--- config.mk ---
export PLATFORM = sky130hd
export DESIGN_NAME = tcce_sequencer
export DESIGN_NICKNAME = d
export VERILOG_FILES = /design/src/text_console_cursor_engine_defines.svh /design/src/tcce_pkg.sv /design/src/tcce_sequencer.sv
export SDC_FILE = /design/constraint.sdc
export NUM_CORES = 1
export LEC_CHECK = 0
export BUFFER_PORTS_ARGS = -buffer_cell sky130_fd_sc_hd__buf_2
export CAP_MARGIN = 20
export CORE_MARGIN = 3
export CORE_UTILIZATION = 58
export DETAILED_ROUTE_END_ITERATION = 10
export PLACE_DENSITY = 0.91
export SYNTH_ARGS = -nofsm -noshare
export SYNTH_HDL_FRONTEND = slang
export SYNTH_SLANG_ARGS = --single-unit
--- constraint.sdc ---
create_clock -name clk -period 5.8 [get_ports clk]
set_input_delay 1.16 -clock clk [delete_from_list [all_inputs] [get_ports clk]]
set_output_delay 1.16 -clock clk [all_outputs]
set_load 0.05 [all_outputs]
--- src/text_console_cursor_engine_defines.svh ---
// ----------------------------------------------------------------------------
// Text console cursor engine: assertion macros
// Shared concurrent-assertion forms, clocked on clk and disabled in reset.
// ----------------------------------------------------------------------------
`ifndef TEXT_CONSOLE_CURSOR_ENGINE_DEFINES_SVH
`define TEXT_CONSOLE_CURSOR_ENGINE_DEFINES_SVH

// Same-cycle implication.
`define TCCE_ASSERT_IMP(name, ante, cons, msg) \
    name: assert property (@(posedge clk) disable iff (!rst_n) (ante) |-> (cons)) \
        else $error(msg);

// Next-cycle implication.
`define TCCE_ASSERT_NEXT(name, ante, cons, msg) \
    name: assert property (@(posedge clk) disable iff (!rst_n) (ante) |=> (cons)) \
        else $error(msg);

`endif

--- src/tcce_pkg.sv ---
// ----------------------------------------------------------------------------
// tcce_pkg
// Types, codes and the microprogram of the text console cursor engine.
// ----------------------------------------------------------------------------
`default_nettype none

package tcce_pkg;

    localparam int OP_W   = 2;
    localparam int CHAR_W = 8;
    localparam int ATTR_W = 8;
    localparam int CELL_W = CHAR_W + ATTR_W;

    typedef logic [4:0]        row_port_t;
    typedef logic [6:0]        col_port_t;
    typedef logic [CHAR_W-1:0] char_t;
    typedef logic [ATTR_W-1:0] attr_t;
    typedef logic [CELL_W-1:0] cell_t;
    // wide enough for any row or column limit in range
    typedef logic [8:0]        cmp_t;

    localparam char_t NEWLINE_CODE = 8'h0A;
    localparam char_t BLANK_CODE   = 8'h20;
    localparam attr_t RESET_ATTR   = 8'h02;

    typedef enum logic [OP_W-1:0] {
        OP_WRITE     = 2'd0,
        OP_BACKSPACE = 2'd1,
        OP_CLEAR     = 2'd2,
        OP_READ      = 2'd3
    } op_t;

    typedef enum logic [2:0] {
        COND_NEVER,
        COND_ALWAYS,
        COND_IS_NL,
        COND_COL_FULL,
        COND_ROW_LAST,
        COND_BS_HOME,
        COND_SWEEP_MORE,
        COND_READ_OOR
    } cond_t;

    typedef enum logic [1:0] {
        ADDR_CURSOR,
        ADDR_READ,
        ADDR_SWEEP,
        ADDR_ROW_START
    } addr_sel_t;

    typedef enum logic [2:0] {
        CUR_HOLD,
        CUR_INC_COL,
        CUR_NEXT_ROW,
        CUR_SCROLL,
        CUR_BACK,
        CUR_HOME
    } cursor_op_t;

    typedef enum logic [1:0] {
        SWP_HOLD,
        SWP_LOAD_ALL,
        SWP_LOAD_ROW,
        SWP_STEP
    } sweep_op_t;

    localparam int UPC_W = 5;
    typedef logic [UPC_W-1:0] upc_t;

    // microprogram addresses
    localparam upc_t S_IDLE         = 5'd0;
    localparam upc_t S_WR_CHECK     = 5'd1;
    localparam upc_t S_WR_FULL      = 5'd2;
    localparam upc_t S_PUT          = 5'd3;
    localparam upc_t S_NL           = 5'd4;
    localparam upc_t S_NEXT_ROW     = 5'd5;
    localparam upc_t S_SCROLL       = 5'd6;
    localparam upc_t S_SCROLL_BLANK = 5'd7;
    localparam upc_t S_NL_END       = 5'd8;
    localparam upc_t S_NL_RESUME    = 5'd9;
    localparam upc_t S_BS           = 5'd10;
    localparam upc_t S_BS_STEP      = 5'd11;
    localparam upc_t S_BS_BLANK     = 5'd12;
    localparam upc_t S_CLR          = 5'd13;
    localparam upc_t S_CLR_BLANK    = 5'd14;
    localparam upc_t S_EMIT         = 5'd15;
    localparam upc_t S_RD           = 5'd16;
    localparam upc_t S_RD_DATA      = 5'd17;
    localparam upc_t S_INIT         = 5'd18;
    localparam upc_t S_INIT_BLANK   = 5'd19;
    localparam upc_t S_INIT_END     = 5'd20;

    typedef struct packed {
        logic       dispatch;
        cond_t      cond;
        upc_t       target;
        logic       wr_en;
        addr_sel_t  addr_sel;
        logic       data_blank;
        logic       attr_init;
        cursor_op_t cursor_op;
        sweep_op_t  sweep_op;
        logic       emit;
        logic       capture;
    } ucw_t;

    typedef struct packed {
        logic       wr_en;
        addr_sel_t  addr_sel;
        logic       data_blank;
        logic       attr_init;
        cursor_op_t cursor_op;
        sweep_op_t  sweep_op;
    } dp_ctl_t;

    typedef struct packed {
        logic is_newline;
        logic col_full;
        logic row_last;
        logic bs_home;
        logic sweep_more;
        logic read_oor;
    } dp_status_t;

    // Control store. Fall-through goes to the next address.
    function automatic ucw_t ucode(upc_t a);
        ucw_t w;
        w = '{dispatch: 1'b0, cond: COND_NEVER, target: S_IDLE, wr_en: 1'b0,
              addr_sel: ADDR_CURSOR, data_blank: 1'b0, attr_init: 1'b0,
              cursor_op: CUR_HOLD, sweep_op: SWP_HOLD, emit: 1'b0, capture: 1'b0};
        unique case (a)
            S_IDLE:
            begin
                w.dispatch = 1'b1;
            end
            S_WR_CHECK:
            begin
                w.cond   = COND_IS_NL;
                w.target = S_NL;
            end
            S_WR_FULL:
            begin
                w.cond   = COND_COL_FULL;
                w.target = S_NL;
            end
            S_PUT:
            begin
                w.wr_en     = 1'b1;
                w.cursor_op = CUR_INC_COL;
                w.emit      = 1'b1;
                w.cond      = COND_ALWAYS;
                w.target    = S_IDLE;
            end
            S_NL:
            begin
                w.cond   = COND_ROW_LAST;
                w.target = S_SCROLL;
            end
            S_NEXT_ROW:
            begin
                w.cursor_op = CUR_NEXT_ROW;
                w.cond      = COND_ALWAYS;
                w.target    = S_NL_END;
            end
            S_SCROLL:
            begin
                w.addr_sel  = ADDR_ROW_START;
                w.sweep_op  = SWP_LOAD_ROW;
                w.cursor_op = CUR_SCROLL;
            end
            S_SCROLL_BLANK:
            begin
                w.wr_en      = 1'b1;
                w.addr_sel   = ADDR_SWEEP;
                w.data_blank = 1'b1;
                w.sweep_op   = SWP_STEP;
                w.cond       = COND_SWEEP_MORE;
                w.target     = S_SCROLL_BLANK;
            end
            S_NL_END:
            begin
                w.cond   = COND_IS_NL;
                w.target = S_EMIT;
            end
            S_NL_RESUME:
            begin
                w.cond   = COND_ALWAYS;
                w.target = S_PUT;
            end
            S_BS:
            begin
                w.cond   = COND_BS_HOME;
                w.target = S_EMIT;
            end
            S_BS_STEP:
            begin
                w.cursor_op = CUR_BACK;
            end
            S_BS_BLANK:
            begin
                w.wr_en      = 1'b1;
                w.data_blank = 1'b1;
                w.emit       = 1'b1;
                w.cond       = COND_ALWAYS;
                w.target     = S_IDLE;
            end
            S_CLR:
            begin
                w.sweep_op  = SWP_LOAD_ALL;
                w.cursor_op = CUR_HOME;
            end
            S_CLR_BLANK:
            begin
                w.wr_en      = 1'b1;
                w.addr_sel   = ADDR_SWEEP;
                w.data_blank = 1'b1;
                w.sweep_op   = SWP_STEP;
                w.cond       = COND_SWEEP_MORE;
                w.target     = S_CLR_BLANK;
            end
            S_EMIT:
            begin
                w.emit   = 1'b1;
                w.cond   = COND_ALWAYS;
                w.target = S_IDLE;
            end
            S_RD:
            begin
                w.addr_sel = ADDR_READ;
                w.cond     = COND_READ_OOR;
                w.target   = S_EMIT;
            end
            S_RD_DATA:
            begin
                w.addr_sel = ADDR_READ;
                w.emit     = 1'b1;
                w.capture  = 1'b1;
                w.cond     = COND_ALWAYS;
                w.target   = S_IDLE;
            end
            S_INIT:
            begin
                w.sweep_op  = SWP_LOAD_ALL;
                w.cursor_op = CUR_HOME;
            end
            S_INIT_BLANK:
            begin
                w.wr_en      = 1'b1;
                w.addr_sel   = ADDR_SWEEP;
                w.data_blank = 1'b1;
                w.attr_init  = 1'b1;
                w.sweep_op   = SWP_STEP;
                w.cond       = COND_SWEEP_MORE;
                w.target     = S_INIT_BLANK;
            end
            S_INIT_END:
            begin
                w.cond   = COND_ALWAYS;
                w.target = S_IDLE;
            end
            default:
            begin
                w.cond   = COND_ALWAYS;
                w.target = S_IDLE;
            end
        endcase
        return w;
    endfunction

    function automatic upc_t op_entry(op_t o);
        upc_t e;
        unique case (o)
            OP_WRITE:     e = S_WR_CHECK;
            OP_BACKSPACE: e = S_BS;
            OP_CLEAR:     e = S_CLR;
            OP_READ:      e = S_RD;
            default:      e = S_IDLE;
        endcase
        return e;
    endfunction

endpackage

`default_nettype wire

--- src/tcce_sequencer.sv ---
// ----------------------------------------------------------------------------
// tcce_sequencer
// Microprogram counter, control store lookup and jump logic.
// ----------------------------------------------------------------------------
`default_nettype none

module tcce_sequencer
(
    input  wire logic                     clk,
    input  wire logic                     rst_n,
    input  wire logic                     in_valid,
    input  wire logic [tcce_pkg::OP_W-1:0] op,
    input  wire logic                     out_busy,
    input  wire tcce_pkg::dp_status_t     status,
    output logic                          in_ready,
    output tcce_pkg::dp_ctl_t             ctl,
    output logic                          emit,
    output logic                          capture
);

    tcce_pkg::upc_t upc_reg;
    tcce_pkg::upc_t upc_next;
    tcce_pkg::ucw_t word;
    logic           stall;
    logic           cond_hit;

    assign word  = tcce_pkg::ucode(upc_reg);
    // a result step waits while the output register is still full
    assign stall = word.emit && out_busy;

    always_comb
    begin
        unique case (word.cond)
            tcce_pkg::COND_NEVER:      cond_hit = 1'b0;
            tcce_pkg::COND_ALWAYS:     cond_hit = 1'b1;
            tcce_pkg::COND_IS_NL:      cond_hit = status.is_newline;
            tcce_pkg::COND_COL_FULL:   cond_hit = status.col_full;
            tcce_pkg::COND_ROW_LAST:   cond_hit = status.row_last;
            tcce_pkg::COND_BS_HOME:    cond_hit = status.bs_home;
            tcce_pkg::COND_SWEEP_MORE: cond_hit = status.sweep_more;
            tcce_pkg::COND_READ_OOR:   cond_hit = status.read_oor;
            default:                   cond_hit = 1'b0;
        endcase
    end

    always_comb
    begin
        upc_next = upc_reg;
        if (word.dispatch)
        begin
            if (in_valid)
            begin
                upc_next = tcce_pkg::op_entry(tcce_pkg::op_t'(op));
            end
        end
        else if (!stall)
        begin
            if (cond_hit)
            begin
                upc_next = word.target;
            end
            else
            begin
                upc_next = upc_reg + tcce_pkg::upc_t'(1);
            end
        end
    end

    always_ff @(posedge clk or negedge rst_n)
    begin
        if (!rst_n)
        begin
            upc_reg <= tcce_pkg::S_INIT;
        end
        else
        begin
            upc_reg <= upc_next;
        end
    end

    assign in_ready       = word.dispatch;
    assign emit           = word.emit && !stall;
    assign capture        = word.capture;
    assign ctl.wr_en      = word.wr_en && !stall;
    assign ctl.addr_sel   = word.addr_sel;
    assign ctl.data_blank = word.data_blank;
    assign ctl.attr_init  = word.attr_init;
    assign ctl.cursor_op  = stall ? tcce_pkg::CUR_HOLD : word.cursor_op;
    assign ctl.sweep_op   = stall ? tcce_pkg::SWP_HOLD : word.sweep_op;

endmodule

`default_nettype wire

## Yosys cells after proc, flatten, opt, wreduce, memory -nomap -nowiden

Index checks and enable logic that the tools add are counted.

| word-level totals | value |
|---|---|
| logic and storage cells | 66 |
| output and inout port bits | 13 |
| register bits after elaboration | 5 |

| cells by class | value |
|---|---|
| reductions and logical operators | 15 |
| multiplexer cells | 18 |
| equal/unequal tests | 31 |
| add/subtract/negate cells | 1 |

Operators by type and width:

| kind | number |
|---|---|
| case mux 8 bit (12 select lines) | 1 |
| == test 5 x 4 -> 1 bit (second input constant) | 8 |
| == test 5 x 3 -> 1 bit (second input constant) | 4 |
| == test 5 bit (second input constant) | 4 |
| two-way mux 5 bit | 4 |
| case mux 5 bit (4 select lines) | 1 |
| case mux 3 bit (5 select lines) | 1 |
| == test 3 bit (second input constant) | 4 |
| case mux 2 bit (3 select lines) | 2 |
| == test 5 x 2 -> 1 bit (second input constant) | 2 |
| OR reduction 5 bit | 2 |
| case mux 1 bit (8 select lines) | 1 |
| OR reduction 4 bit | 2 |
| == test 3 x 2 -> 1 bit (second input constant) | 2 |
| two-way mux 1 bit | 6 |
| adder 5 x 1 -> 5 bit (second input constant) | 1 |
| == test 5 x 1 -> 1 bit (second input constant) | 1 |
| logical NOT 5 bit | 1 |
| == test 2 bit (second input constant) | 2 |
| != test 2 bit (second input constant) | 2 |
| OR reduction 2 bit | 2 |
| == test 3 x 1 -> 1 bit (second input constant) | 1 |
| logical AND 1 bit | 3 |
| logical NOT 3 bit | 1 |
| other kinds (7) | 7 |

## Depth between registers and ports, before layout

| logic depth | value |
|---|---|
| word-level depth | 8 |
| mapped depth | 11 |

## Worst setup path before layout

No wires, ideal clock.

| timing | value |
|---|---|
| path type | reg2out |
| from | register upc_reg[2] |
| to | output port ctl[1] in the netlist's numbering |
| path slack | 2.113 ns |
| data required time | 4.640 ns |
| arrival | 2.527 ns |
| cell stages (with the launch flop) | 10 |
| buffers on the path | 4 |
| cell sequence | dfrtp_1 > buf_6 > clkbuf_1 > buf_1 > and3_1 > ha_1 > a311oi_1 > nor2b_1 > buf_6 > a21oi_1 |

RTL lines:

| item | line | text |
|---|---|---|
| from (decl) | tcce_sequencer.sv:21 | `tcce_pkg::upc_t upc_reg;` |
| from (signal assigned) | tcce_sequencer.sv:73 | `upc_reg <= tcce_pkg::S_INIT;` |
| from (signal assigned) | tcce_sequencer.sv:77 | `upc_reg <= upc_next;` |
| to (decl) | tcce_sequencer.sv:16 | `output tcce_pkg::dp_ctl_t ctl,` |

==> results.json <==
{
  "largest_reg_flops": 5,
  "maxSlewHeadroom": 0.375,
  "hold_viol": 0,
  "grt_pass1_wl_um": 4410,
  "io_pins": 25,
  "routedWlPerCell_um": 13.6,
  "die_h_um": 50.1,
  "core_area_um2": 1780,
  "netlist_instances": 146,
  "diodes": 0,
  "synth-async-reset-ratio": 1.00,
  "post_cts_resized": 0,
  "min_from": "upc_reg[1]",
  "fin_nets": 184,
  "num_rows": 15,
  "netlist_area_um2": 1130,
  "synth-xor-area-share": 0.0300,
  "gr-total-overflow": 0,
  "drcViolationCount": 0,
  "grt_util_all_layers": 0.217,
  "endpoint_kind": "primary output",
  "ctsHoldBuffers": 0,
  "pre_cts_ws_ns": 2.15,
  "rrSetupSlack_ns": 2.99,
  "drive_above_1_share": 0.284,
  "maxSlewViolCount": 0,
  "worstHoldEndpoint": "upc_reg[1]",
  "crit_type": "flip-flop to primary output",
  "final_common_cell": "buf_2",
  "synth_nets": 167,
  "ys_types": 51,
  "fin_tns_setup_ns": 0,
  "routed_wl_um": 2550,
  "critPathMaxFanout": 29,
  "drtAntennaViolNets": 0,
  "finClkSkew_ns": 0.00154,
  "clk-insertion-delay-late_ns": 0.23,
  "critPathTopFamily": "simple AND/OR/NAND/NOR gates",
  "root_buffer": "clkbuf_4",
  "port_buffers": 24,
  "worst_slack_ns": 1.84,
  "crit_path_start": "upc_reg[2]",
  "synthMuxAreaShare": 0.0855,
  "cp.arrival_ns": 2.80,
  "cp_slowest_stage_delay_ns": 0.95,
  "syn_to_final_growth_pct": 6.66,
  "drt_iter0_markers": 20,
  "post-dp-hpwl_um": 1910,
  "cts_buffer_depth": 2,
  "reg2reg_to": "upc_reg[3]",
  "r2r_cells": 7,
  "htreeDepth": 1,
  "vias": 1122,
  "min_path_type": "flip-flop to flip-flop",
  "grt_max_degree": 30,
  "synth_warnings": 0,
  "fmax_mhz": 253,
  "grt_pass1_vias": 1041,
  "via_per_inst": 6.00,
  "synthSimpleGateAreaFrac": 0.244,
  "cp-start-kind": "flip-flop",
  "synth_top_family_by_area": "compound AO/OA/AOI/OAI gates",
  "avgSynthCellArea_um2": 7.72,
  "critical_path.cell_chain": "and3_1 -> ha_1 -> a311oi_1 -> nor2b_1 -> and4b_1 -> buf_2",
  "die_x_um": 50.1,
  "fp.dieArea_um2": 2510,
  "cts_tree": "done",
  "holdPathStages": 2,
  "globalplace.congestion": 0.888,
  "maxCapViolations": 0,
  "r2r-start": "upc_reg[2]",
  "clk_pin_slew_ns": 0.04,
  "synthAdderAreaFrac": 0.0999,
  "crit_buf_inv": 1,
  "worstPathRequired_ns": 4.64,
  "tightest_slew_ns": 0.938,
  "fin_crit_sh": 0.682,
  "ys.flop_type": "dfrtp_1",
  "antenna_found_initial": 0,
  "synth_edf_count": 0,
  "setup_viol": 0,
  "numCtsBuffers": 3,
  "rsz0062_at_grt": "false",
  "slowest_stage": "dfrtp_1",
  "final_cell_mix": "buf_2, nor2_1, a21oi_1",
  "ys_ff_latch": 5,
  "status": "completed",
  "whs_ns": 0.624,
  "synth-compound-area-share": 0.300,
  "cts.sinks": 5,
  "fin_crit_ns": 3.96,
  "cts_setup_buffers": 0,
  "ys_seq_area_frac": 0.113,
  "initial_core_util": 0.632,
  "first_pass_iters": 4
}
==> worst register-to-register path, cell delays in order, from the launching register on <==
cell      delay, ns
dfrtp_1        0.95
and4bb_4       0.35
a221oi_4       0.28
nand2_1        0.14
a221oi_2       0.29
a211o_1        0.30
mux2_4         0.34
o21ai_2        0.10
==> per-stage QoR <==
step	cells	util	area (um^2)
after floorplan	146	-	1130
after detailed placement	183	0.660	1180
final	187	0.674	1200
after global routing	187	0.674	1200
after global placement	183	0.660	1180
after CTS	187	0.674	1200
==> per-layer routing <==
| layer | up-vias | part of all wire | track usage |
|---|---|---|---|
| met1 | 529 | 0.42 | 0.273 |
| met2 | 37 | 0.52 | 0.374 |
| met5 | - | 0 | 0 |
| met4 | 0 | 0.0063 | 0.0829 |
| met3 | 2 | 0.052 | 0.0242 |
| li1 | 554 | - | - |
==> cells in the mapped netlist (3+ instances only) <==
cell type  instances  share of area
nor2_1            16          0.053
a21oi_1           13          0.058
inv_1             11          0.037
nand2_1           10          0.033
ha_1               9           0.10
o21ai_0            8          0.036
mux2i_1            7          0.062
buf_6              6          0.060
a22oi_1            5          0.033
nor3_1             5          0.022
dfrtp_1            3          0.067
nand2b_1           3          0.017
or2_2              3          0.017
==> layout make-up <==
cell class | instances | area [um^2]
Sequential cell | 5 | 128
Clock buffer | 4 | 26.3
Tap cell | 25 | 31.3
Multi-Input combinational cell | 118 | 856
Timing Repair Buffer | 24 | 120
Fill cell | 167 | 581
Inverter | 11 | 41.3
==> how the worst max path moves through the flow <==
stage | endpoint | slack, ns | cells after the start
after global routing | ctl[3] | 1.65 | 6
after floorplan | ctl[1] | 2.11 | 9
final | ctl[3] | 1.84 | 6
after global placement | ctl[3] | 2.29 | 6
after CTS | ctl[3] | 1.90 | 6
after detailed placement | ctl[3] | 2.15 | 6
==> logic make-up after synthesis <==
group | after synthesis
muxes | 9
AOI/OAI and AO/OA | 46
DFF | 5
adders and majority gates | 9
buffers and inverters | 23
xor gates and xnor gates | 3
and+or+nand+nor | 51
Power is not shown: default switching activity piles up to over one toggle a cycle in this logic, so the estimate is an artifact.
